<file path="src/hdl/pra_pkg.sv">
// ----------------------------------------------------------------------------
// pra_pkg: shared types and constants for the PageRank row accumulator
// Field widths, register codes and the control structs passed between the
// sequencer, the serial divider and the serial multiply-accumulate unit.
// ----------------------------------------------------------------------------
package pra_pkg;

    // Field widths
    localparam int ESC_W      = 16;   // escape probability, Q0.16
    localparam int PC_W       = 21;   // page count
    localparam int DEG_W      = 21;   // out-degree
    localparam int RANK_W     = 32;   // rank, Q0.32
    localparam int SUM_W      = 48;   // row sum, Q16.32
    localparam int WGT_W      = 33;   // weight, Q1.32 (at most 1.0)
    localparam int DIVD_W     = 33;   // dividend of the weight division
    localparam int SHARE_W    = 32;   // escape share e/N, Q0.32
    localparam int CFG_DATA_W = 21;
    localparam int CFG_IDX_W  = 1;

    // Serial step counters
    localparam int DIV_CNT_W = $clog2(DIVD_W);
    localparam int MUL_CNT_W = $clog2(WGT_W);

    // Page count limit and register reset values
    localparam int MAX_PAGES = 1048576;
    localparam logic [PC_W-1:0]  PAGES_CAP   = PC_W'(MAX_PAGES);
    localparam logic [ESC_W-1:0] ESC_RESET   = ESC_W'(9830);
    localparam logic [PC_W-1:0]  PAGES_RESET = PC_W'(1);

    // Register indexes
    typedef enum logic [CFG_IDX_W-1:0] {
        CFG_ESCAPE = 1'b0,
        CFG_PAGES  = 1'b1
    } t_cfg_idx;

    // Divider request and status
    typedef struct packed {
        logic              start;
        logic [DIVD_W-1:0] dividend;
        logic [DEG_W-1:0]  divisor;
    } t_div_req;

    typedef struct packed {
        logic busy;
        logic done;
    } t_div_stat;

    // Multiply-accumulate request and status
    typedef struct packed {
        logic              start;
        logic [WGT_W-1:0]  weight;
        logic [RANK_W-1:0] rank;
        logic              last;
    } t_mac_req;

    typedef struct packed {
        logic ready;
    } t_mac_stat;

endpackage

</file>
<file path="src/hdl/pra_in_if.sv">
// ----------------------------------------------------------------------------
// pra_in_if: page beat channel
// Valid/ready channel carrying one page of the row per beat.
// ----------------------------------------------------------------------------
interface pra_in_if;
    import pra_pkg::*;

    logic              valid;
    logic              ready;
    logic              linked;
    logic [DEG_W-1:0]  out_degree;
    logic [RANK_W-1:0] rank_value;
    logic              last_page;

    modport source (
        output valid, linked, out_degree, rank_value, last_page,
        input  ready
    );

    modport sink (
        input  valid, linked, out_degree, rank_value, last_page,
        output ready
    );

endinterface

</file>
<file path="src/hdl/pra_out_if.sv">
// ----------------------------------------------------------------------------
// pra_out_if: row result channel
// Valid/ready channel carrying one row sum per beat.
// ----------------------------------------------------------------------------
interface pra_out_if;
    import pra_pkg::*;

    logic             valid;
    logic             ready;
    logic [SUM_W-1:0] row_sum;
    logic             saturated;

    modport source (
        output valid, row_sum, saturated,
        input  ready
    );

    modport sink (
        input  valid, row_sum, saturated,
        output ready
    );

endinterface

</file>
<file path="src/hdl/pra_div.sv">
// ----------------------------------------------------------------------------
// pra_div: radix-2 restoring divider
// Produces one quotient bit per cycle; the dividend register shifts left and
// collects the quotient bits, so it holds the quotient when done pulses.
// ----------------------------------------------------------------------------
module pra_div (
    input  logic                           i_clk,
    input  logic                           i_rst_n,
    input  pra_pkg::t_div_req              i_req,
    output pra_pkg::t_div_stat             o_stat,
    output logic [pra_pkg::DIVD_W-1:0]     o_quotient
);
    import pra_pkg::*;

    logic                 r_busy;
    logic                 r_done;
    logic [DIV_CNT_W-1:0] r_cnt;
    logic [DEG_W-1:0]     r_rem;
    logic [DIVD_W-1:0]    r_dvd;
    logic [DEG_W-1:0]     r_dsr;

    logic [DEG_W:0]       trial;
    logic [DEG_W:0]       diff;
    logic                 q_bit;

    // Trial subtract of the divisor from the shifted remainder
    always_comb begin
        trial = {r_rem, r_dvd[DIVD_W-1]};
        diff  = trial - {1'b0, r_dsr};
        q_bit = (trial >= {1'b0, r_dsr});
    end

    // Load on start, then step once per cycle
    always_ff @(posedge i_clk) begin
        if (!i_rst_n) begin
            r_busy <= 1'b0;
            r_done <= 1'b0;
            r_cnt  <= '0;
        end else begin
            r_done <= 1'b0;
            if (i_req.start) begin
                r_busy <= 1'b1;
                r_cnt  <= DIV_CNT_W'(DIVD_W - 1);
                r_rem  <= '0;
                r_dvd  <= i_req.dividend;
                r_dsr  <= i_req.divisor;
            end else if (r_busy) begin
                r_rem <= q_bit ? diff[DEG_W-1:0] : trial[DEG_W-1:0];
                r_dvd <= {r_dvd[DIVD_W-2:0], q_bit};
                if (r_cnt == '0) begin
                    r_busy <= 1'b0;
                    r_done <= 1'b1;
                end else begin
                    r_cnt <= r_cnt - 1'b1;
                end
            end
        end
    end

    assign o_stat.busy = r_busy;
    assign o_stat.done = r_done;
    assign o_quotient  = r_dvd;

`ifndef SYNTH
    assert property (@(posedge i_clk) disable iff (!i_rst_n)
        r_done |-> $past(r_busy))
        else $error("divider done without a running division");
`endif

endmodule

</file>
<file path="src/hdl/pra_mac.sv">
// ----------------------------------------------------------------------------
// pra_mac: serial multiply and saturating row accumulate
// Multiplies rank by weight one weight bit per cycle (shift-add), adds the
// upper product bits into the Q16.32 row sum and emits it on the last page.
// ----------------------------------------------------------------------------
module pra_mac (
    input  logic                          i_clk,
    input  logic                          i_rst_n,
    input  pra_pkg::t_mac_req             i_req,
    output pra_pkg::t_mac_stat            o_stat,
    output logic                          o_valid,
    input  logic                          i_ready,
    output logic [pra_pkg::SUM_W-1:0]     o_row_sum,
    output logic                          o_saturated
);
    import pra_pkg::*;

    typedef enum logic [1:0] {
        M_IDLE,
        M_MUL,
        M_ACC
    } t_mstate;

    t_mstate              r_state;
    logic [MUL_CNT_W-1:0] r_cnt;
    logic [RANK_W-1:0]    r_hi;
    logic [WGT_W-1:0]     r_lo;
    logic [RANK_W-1:0]    r_rank;
    logic                 r_last;
    logic [SUM_W-1:0]     r_acc;
    logic                 r_clip;
    logic                 r_out_valid;
    logic [SUM_W-1:0]     r_out_sum;
    logic                 r_out_sat;

    logic [RANK_W:0]      step_sum;
    logic [WGT_W-1:0]     term;
    logic [SUM_W:0]       acc_sum;
    logic [SUM_W-1:0]     acc_next;
    logic                 clip_next;

    // Shift-add step and saturating accumulate
    always_comb begin
        step_sum  = {1'b0, r_hi} + (r_lo[0] ? {1'b0, r_rank} : '0);
        term      = {r_hi, r_lo[WGT_W-1]};
        acc_sum   = {1'b0, r_acc} + (SUM_W+1)'(term);
        acc_next  = acc_sum[SUM_W] ? '1 : acc_sum[SUM_W-1:0];
        clip_next = r_clip | acc_sum[SUM_W];
    end

    // Sequencer, accumulator and output register
    always_ff @(posedge i_clk) begin
        if (!i_rst_n) begin
            r_state     <= M_IDLE;
            r_cnt       <= '0;
            r_acc       <= '0;
            r_clip      <= 1'b0;
            r_out_valid <= 1'b0;
        end else begin
            if (r_out_valid && i_ready && !(r_state == M_ACC && r_last)) begin
                r_out_valid <= 1'b0;
            end
            unique case (r_state)
                M_IDLE: begin
                    if (i_req.start) begin
                        r_hi    <= '0;
                        r_lo    <= i_req.weight;
                        r_rank  <= i_req.rank;
                        r_last  <= i_req.last;
                        r_cnt   <= MUL_CNT_W'(WGT_W - 1);
                        r_state <= M_MUL;
                    end
                end
                M_MUL: begin
                    r_hi <= step_sum[RANK_W:1];
                    r_lo <= {step_sum[0], r_lo[WGT_W-1:1]};
                    if (r_cnt == '0) begin
                        r_state <= M_ACC;
                    end else begin
                        r_cnt <= r_cnt - 1'b1;
                    end
                end
                M_ACC: begin
                    if (!r_last) begin
                        r_acc   <= acc_next;
                        r_clip  <= clip_next;
                        r_state <= M_IDLE;
                    end else if (!r_out_valid || i_ready) begin
                        // Emit the row and clear for the next one
                        r_out_sum   <= acc_next;
                        r_out_sat   <= clip_next;
                        r_out_valid <= 1'b1;
                        r_acc       <= '0;
                        r_clip      <= 1'b0;
                        r_state     <= M_IDLE;
                    end
                end
            endcase
        end
    end

    assign o_stat.ready = (r_state == M_IDLE);
    assign o_valid      = r_out_valid;
    assign o_row_sum    = r_out_sum;
    assign o_saturated  = r_out_sat;

`ifndef SYNTH
    assert property (@(posedge i_clk) disable iff (!i_rst_n)
        r_clip |-> (&r_acc))
        else $error("clip flag set while row sum is below its maximum");

    assert property (@(posedge i_clk) disable iff (!i_rst_n)
        (r_state == M_ACC && r_last && r_out_valid && !i_ready) |=> (r_state == M_ACC))
        else $error("row result left the accumulator while output is full");
`endif

endmodule

</file>
<file path="src/hdl/pagerank_row_accumulate_core.sv">
// ----------------------------------------------------------------------------
// pagerank_row_accumulate_core: one row of the PageRank matrix times ranks
// Takes one page per beat (linked flag, out-degree, Q0.32 rank, last mark),
// weights the rank by (1-e)/deg + e/N, 1/N for dangling pages, or e/N, and
// adds it into a saturating Q16.32 row sum that is emitted on the last page.
// A page goes through a 33-step radix-2 divider that forms the weight and
// a 33-step bit-serial multiplier that applies it, the two working on
// consecutive pages side by side. The escape share e/N is cached; the first
// page after reset or after a register write that needs it first passes
// through the divider to rebuild it. Pages that need no division
// (unlinked, nonzero out-degree, share cached) are limited by the multiplier.
// ----------------------------------------------------------------------------
module pagerank_row_accumulate_core (
    input  logic                              i_clk,
    input  logic                              i_rst_n,
    input  logic                              i_cfg_we,
    input  logic [pra_pkg::CFG_IDX_W-1:0]     i_cfg_idx,
    input  logic [pra_pkg::CFG_DATA_W-1:0]    i_cfg_data,
    pra_in_if.sink                            i_in,
    pra_out_if.source                         o_out
);
    import pra_pkg::*;

    typedef enum logic [1:0] {
        D_IDLE,
        D_SHARE,
        D_WEIGHT,
        D_HAND
    } t_dstate;

    t_dstate            r_dstate;
    logic [ESC_W-1:0]   r_escape;
    logic [PC_W-1:0]    r_pages;
    logic [SHARE_W-1:0] r_share;
    logic               r_share_valid;
    logic               r_linked;
    logic [DEG_W-1:0]   r_deg;
    logic [RANK_W-1:0]  r_rank;
    logic               r_last;
    logic               r_add_share;
    logic [WGT_W-1:0]   r_weight;

    logic [PC_W-1:0]    pages_eff;
    logic [DIVD_W-1:0]  share_dvd;
    logic [DIVD_W-1:0]  link_dvd;
    logic [DIVD_W-1:0]  dangle_dvd;
    logic               in_acc;
    t_div_req           div_req;
    t_div_stat          div_stat;
    logic [DIVD_W-1:0]  div_quot;
    t_mac_req           mac_req;
    t_mac_stat          mac_stat;

    // Clamp page count into 1..MAX_PAGES and build the dividends
    always_comb begin
        if (r_pages == '0) begin
            pages_eff = PC_W'(1);
        end else if (r_pages > PAGES_CAP) begin
            pages_eff = PAGES_CAP;
        end else begin
            pages_eff = r_pages;
        end
        share_dvd  = {1'b0, r_escape, {ESC_W{1'b0}}};
        link_dvd   = {((ESC_W+1)'(1) << ESC_W) - {1'b0, r_escape}, {ESC_W{1'b0}}};
        dangle_dvd = {1'b1, {(DIVD_W-1){1'b0}}};
    end

    assign i_in.ready = (r_dstate == D_IDLE);
    assign in_acc     = i_in.valid && i_in.ready;

    // Divider launches: on an accepted page, or after the share is rebuilt for a linked page
    always_comb begin
        div_req = '0;
        if (in_acc) begin
            if (i_in.out_degree == '0) begin
                div_req.start    = 1'b1;
                div_req.dividend = dangle_dvd;
                div_req.divisor  = DEG_W'(pages_eff);
            end else if (!r_share_valid) begin
                div_req.start    = 1'b1;
                div_req.dividend = share_dvd;
                div_req.divisor  = DEG_W'(pages_eff);
            end else if (i_in.linked) begin
                div_req.start    = 1'b1;
                div_req.dividend = link_dvd;
                div_req.divisor  = i_in.out_degree;
            end
        end else if (r_dstate == D_SHARE && div_stat.done && r_linked) begin
            div_req.start    = 1'b1;
            div_req.dividend = link_dvd;
            div_req.divisor  = r_deg;
        end
    end

    // Hand the finished weight to the multiplier
    always_comb begin
        mac_req.start  = (r_dstate == D_HAND) && mac_stat.ready;
        mac_req.weight = r_weight;
        mac_req.rank   = r_rank;
        mac_req.last   = r_last;
    end

    // Page sequencer and configuration registers
    always_ff @(posedge i_clk) begin
        if (!i_rst_n) begin
            r_dstate      <= D_IDLE;
            r_escape      <= ESC_RESET;
            r_pages       <= PAGES_RESET;
            r_share_valid <= 1'b0;
        end else begin
            unique case (r_dstate)
                D_IDLE: begin
                    if (in_acc) begin
                        r_linked <= i_in.linked;
                        r_deg    <= i_in.out_degree;
                        r_rank   <= i_in.rank_value;
                        r_last   <= i_in.last_page;
                        if (i_in.out_degree == '0) begin
                            r_add_share <= 1'b0;
                            r_dstate    <= D_WEIGHT;
                        end else if (!r_share_valid) begin
                            r_dstate <= D_SHARE;
                        end else if (i_in.linked) begin
                            r_add_share <= 1'b1;
                            r_dstate    <= D_WEIGHT;
                        end else begin
                            r_weight <= {1'b0, r_share};
                            r_dstate <= D_HAND;
                        end
                    end
                end
                D_SHARE: begin
                    if (div_stat.done) begin
                        r_share       <= div_quot[SHARE_W-1:0];
                        r_share_valid <= 1'b1;
                        if (r_linked) begin
                            r_add_share <= 1'b1;
                            r_dstate    <= D_WEIGHT;
                        end else begin
                            r_weight <= {1'b0, div_quot[SHARE_W-1:0]};
                            r_dstate <= D_HAND;
                        end
                    end
                end
                D_WEIGHT: begin
                    if (div_stat.done) begin
                        r_weight <= div_quot + (r_add_share ? {1'b0, r_share} : '0);
                        r_dstate <= D_HAND;
                    end
                end
                D_HAND: begin
                    if (mac_stat.ready) begin
                        r_dstate <= D_IDLE;
                    end
                end
            endcase

            // Register writes drop the cached escape share
            if (i_cfg_we) begin
                r_share_valid <= 1'b0;
                unique case (t_cfg_idx'(i_cfg_idx))
                    CFG_ESCAPE: r_escape <= i_cfg_data[ESC_W-1:0];
                    CFG_PAGES:  r_pages  <= i_cfg_data[PC_W-1:0];
                endcase
            end
        end
    end

    pra_div u_div (
        .i_clk      (i_clk),
        .i_rst_n    (i_rst_n),
        .i_req      (div_req),
        .o_stat     (div_stat),
        .o_quotient (div_quot)
    );

    pra_mac u_mac (
        .i_clk       (i_clk),
        .i_rst_n     (i_rst_n),
        .i_req       (mac_req),
        .o_stat      (mac_stat),
        .o_valid     (o_out.valid),
        .i_ready     (o_out.ready),
        .o_row_sum   (o_out.row_sum),
        .o_saturated (o_out.saturated)
    );

`ifndef SYNTH
    assert property (@(posedge i_clk) disable iff (!i_rst_n)
        $fell(r_share_valid) |-> ($past(i_cfg_we) || $past(!i_rst_n)))
        else $error("escape share dropped without a register write");

    assert property (@(posedge i_clk) disable iff (!i_rst_n)
        (in_acc && i_in.out_degree == '0) |=> (r_dstate == D_WEIGHT))
        else $error("dangling page did not go straight to its weight division");

    assert property (@(posedge i_clk) disable iff (!i_rst_n)
        div_stat.done |-> (r_dstate == D_SHARE || r_dstate == D_WEIGHT))
        else $error("division finished with no page waiting for it");
`endif

endmodule

</file>
<file path="src/flat_wrapper.sv">
// flat-port wrapper written by rule: the top's interface ports become plain ports
module pagerank_row_accumulate_core_flat import pra_pkg::*;
  (i_clk, i_rst_n, i_cfg_we, i_cfg_idx, i_cfg_data, i_in_valid, i_in_linked, i_in_out_degree, i_in_rank_value, i_in_last_page, i_in_ready, o_out_valid, o_out_row_sum, o_out_saturated, o_out_ready);
  pra_in_if i_in_i ();
  pra_out_if o_out_i ();
  input  logic i_clk;
  input  logic i_rst_n;
  input  logic i_cfg_we;
  input  logic [pra_pkg::CFG_IDX_W-1:0] i_cfg_idx;
  input  logic [pra_pkg::CFG_DATA_W-1:0] i_cfg_data;
  input wire logic [$bits(i_in_i.valid)-1:0] i_in_valid;
  input wire logic [$bits(i_in_i.linked)-1:0] i_in_linked;
  input wire logic [$bits(i_in_i.out_degree)-1:0] i_in_out_degree;
  input wire logic [$bits(i_in_i.rank_value)-1:0] i_in_rank_value;
  input wire logic [$bits(i_in_i.last_page)-1:0] i_in_last_page;
  output wire logic [$bits(i_in_i.ready)-1:0] i_in_ready;
  output wire logic [$bits(o_out_i.valid)-1:0] o_out_valid;
  output wire logic [$bits(o_out_i.row_sum)-1:0] o_out_row_sum;
  output wire logic [$bits(o_out_i.saturated)-1:0] o_out_saturated;
  input wire logic [$bits(o_out_i.ready)-1:0] o_out_ready;
  assign i_in_i.valid = i_in_valid;
  assign i_in_i.linked = i_in_linked;
  assign i_in_i.out_degree = i_in_out_degree;
  assign i_in_i.rank_value = i_in_rank_value;
  assign i_in_i.last_page = i_in_last_page;
  assign i_in_ready = i_in_i.ready;
  assign o_out_valid = o_out_i.valid;
  assign o_out_row_sum = o_out_i.row_sum;
  assign o_out_saturated = o_out_i.saturated;
  assign o_out_i.ready = o_out_ready;
  pagerank_row_accumulate_core u_core (.i_clk(i_clk), .i_rst_n(i_rst_n), .i_cfg_we(i_cfg_we), .i_cfg_idx(i_cfg_idx), .i_cfg_data(i_cfg_data), .i_in(i_in_i), .o_out(o_out_i));
endmodule
</file>
<file path="config.mk">
export PLATFORM = sky130hd
export DESIGN_NAME = pagerank_row_accumulate_core_flat
export DESIGN_NICKNAME = d
export VERILOG_FILES = /design/src/hdl/pra_pkg.sv /design/src/hdl/pra_in_if.sv /design/src/hdl/pra_out_if.sv /design/src/hdl/pra_div.sv /design/src/hdl/pra_mac.sv /design/src/hdl/pagerank_row_accumulate_core.sv /design/src/flat_wrapper.sv
export SDC_FILE = /design/constraint.sdc
export NUM_CORES = 1
export LEC_CHECK = 0
export BUFFER_PORTS_ARGS = -buffer_cell sky130_fd_sc_hd__buf_2
export CELL_PAD_IN_SITES_DETAIL_PLACEMENT = 0
export CELL_PAD_IN_SITES_GLOBAL_PLACEMENT = 1
export CORE_UTILIZATION = 40
export CTS_BUF_LIST = sky130_fd_sc_hd__clkbuf_8
export CTS_CLUSTER_DIAMETER = 80
export DETAILED_ROUTE_END_ITERATION = 6
export HOLD_SLACK_MARGIN = 0.08
export PLACE_DENSITY = 0.76
export SLEW_MARGIN = 20
export SYNTH_ARGS = -nofsm -noshare
export SYNTH_HDL_FRONTEND = slang
export SYNTH_HIERARCHICAL = 1
export SYNTH_SLANG_ARGS = --single-unit
</file>
<file path="constraint.sdc">
create_clock -name i_clk -period 10.6 [get_ports i_clk]
set_clock_uncertainty 0.05 [all_clocks]
set_input_delay 1.06 -clock i_clk [delete_from_list [all_inputs] [get_ports i_clk]]
set_output_delay 1.06 -clock i_clk [all_outputs]
set_load 0.02 [all_outputs]
</file>
==> impl_metrics.toml <==
[layout]
final_cells = 3432
utilization_pct = 45.5
syn_to_final_growth_pct = 12.4
multiInputGateArea_um2 = 11800
layout.nets = 2735
fillers = 5765
drive_gt1_share_pct = 14.5
final_cell_area_um2 = 28000
seqCellArea_um2 = 12400

[clock_tree]
root_buffer = "clkbuf_8"
cts_resized = 0
cts.sinks = 449
cts_max_path_buffers = 3
worst_skew_pair.late_latency_ns = 0.68
cts_tree = "done"
cts_hold_buf = 0
postCtsSetupRepairBufs = 0
path_clk_slew_ns = 0.06
cts_made_buffers = 82
htreeDepth = 3

[detailed_routing]
drtAntennaViolNets = 0
wl_per_cell_um = 18.3
drt_first_pass_iters = 7
drt-total-wl_um = 63000
viasPerCell = 5.47
drt_iter0_drc = 1167
drcViolationCount = 1
vias = 18800

[critical_path]
cp.depth = 8
critPathBufInv = 3
r2r_setup_slack_ns = 6.25
slowest_delay_ns = 0.84
critPathCaptureType = "flop"
path_class = "reg -> reg"
worstPathCellList = "inv_1, ha_1, nand2_1, and4_1, a31o_2, buf_4, o21a_2, buf_4"
r2r_cells = 8
cp_max_fo = 49
r2r_end = "u_core/u_div/o_quotient[26]"
cp_top_family = "simple AND/OR/NAND/NOR gates"
cp.arrival_ns = 4.61
cp.required_ns = 10.86
critPathLaunchType = "flop"
crit_top_cell = "buf_4"
r2r_start = "u_core/r_dstate[1]"
crit_slowest_cell = "and4_1"

[worst_hold_path]
hold_start = "u_core/r_rank[9]"
hold_end = "u_core/u_mac/r_rank[9]"
hold_class = "reg -> reg"
whs_path_depth = 0

[sta]
rsz0062_at_grt = "false"
hold_viol_final = 0
tns_ns = 0
fin_crit_ns = 4.35
worstMarginPinSlew_ns = 1.08
slew_headroom_pct = 27.6
min_period_over_period_pct = 41.0
finalSetupViolCount = 0
timing.final.ws_setup_ns = 6.25
maxSlewViolCount = 0
fmax_mhz = 230

[placement]
placedCellCount = 3271
dp_hpwl_um = 44300
portBuffers = 132
dpl_worst_slack_ns = 5.95
dpl-instance-area_um2 = 26400
gp_congestion = 0.911

[floorplanning]
initial_core_util_pct = 40.5
fp.dieH_um = 252
die_area_um2 = 63300
num_rows = 91
io_pins = 133
coreArea_um2 = 61600
die_w_um = 252

[pwr]
powerDensity_nw_per_um2 = 226
p_leak_nw = 10.7
max-vdd-ir-drop_v = 0.000130

[synthesis]
syn_area_um2 = 24900
synthCells = 2380
syn_area_per_cell_um2 = 10.5
yosys_warnings = 6

[grt]
grt_pass1_wl_um = 100000
grt_max_degree = 79
grt_antenna_before_repair = 5
grt-ovfl-total = 0
grt_pass1_vias = 18300
global_route.usage.total_pct = 19.9

[run_status]
status = "finished with violations"
violations = "design-rule violations"

[job]
max_cap_violations = 0
-- routing by layer --
| metal | routed length [um] | vias up | part of all wire (%) | global-route usage [%] |
|---|---|---|---|---|
| met1 | 28200 | 8980 | 45 | 26.4 |
| met3 | 3770 | 97 | 6.0 | 3.33 |
| met2 | 29500 | 514 | 47 | 33.0 |
| met4 | 1440 | 0 | 2.3 | 6.05 |
| met5 | 0 | - | 0 | 0 |
| li1 | - | 9195 | - | - |
-- state kept, by name, indices dropped and copies added (netlist names), 32 cells and up --
| signal | count |
|---|---|
| u_core/u_mac/r_rank | 32 |
| u_core/u_mac/r_hi | 32 |
| u_core/u_mac/r_acc | 48 |
| u_core/r_share | 32 |
| u_core/u_mac/r_lo | 33 |
| u_core/r_weight | 33 |
| u_core/u_div/o_quotient | 33 |
| u_core/r_rank | 32 |
| u_core/u_mac/o_row_sum | 48 |
-- cells in the final DEF, fill, tap and decap left out, types with 10 or more instances in the layout --
cell      instances
and2_1          103
mux2_2           69
nor3_1           34
nand2b_1         25
xor2_1           27
o21bai_1         18
a21boi_0         34
nor2b_1          23
and3_1           15
o211ai_1         24
a21o_1           49
clkinv_1         17
ha_1            130
buf_4            16
o21ai_0          93
o21ai_1          44
or3_1            15
a211oi_1         30
edfxtp_1        343
o31ai_1          13
nand3_1          55
inv_1           118
nor2_1          130
o21a_1           15
nand4_1          29
dfxtp_1         106
a22oi_1          15
xnor2_1          67
a21oi_1         187
clkbuf_8         84
buf_2           132
a22o_1           32
nor4_1           14
a222oi_1         18
nand2_1         233
o22ai_1          10
conb_1           16
a31oi_1          19
-- through the flow --
stage                     hold WS, ns  power [mW]
final                           0.348        6.35
after floorplan                 0.350        4.16
after global placement          0.352        4.68
after global routing            0.341        6.75
after CTS                       0.338        6.40
after detailed placement        0.355        4.72
-- worst max path at each step --
stage	start	end	slack, ns
6_report	u_core/r_dstate[1]	u_core/u_div/o_quotient[26]	6.25
5_1_grt	u_core/r_dstate[1]	u_core/u_div/o_quotient[32]	5.91
4_1_cts	u_core/r_dstate[1]	u_core/u_div/o_quotient[4]	6.17
3_5_place_dp	i_in_valid	u_core/u_div/o_quotient[26]	5.95
3_3_place_gp	i_in_valid	u_core/u_div/o_quotient[24]	6.09
2_1_floorplan	i_in_out_degree[17]	u_core/r_weight[0]	3.30
-- area by class of cell --
class | instances | area share, %
diodes | 9 | 0.0803
clock buffers | 84 | 4.12
clock inverters | 68 | 1.62
inverters | 91 | 1.22
multi-input cells | 1746 | 42.1
flip-flops and latches | 449 | 44.3
well taps | 837 | 3.74
repair buffers | 148 | 2.78
-- power by group --
group	internal [mW]	switching, mW	total, mW	leakage (nW)
Combinational	0.855	1.37	2.23	5.80
Clock	0.869	0.773	1.64	0.913
Sequential	2.32	0.163	2.48	4.03
Note: power is estimated with default switching activity, not from simulation.
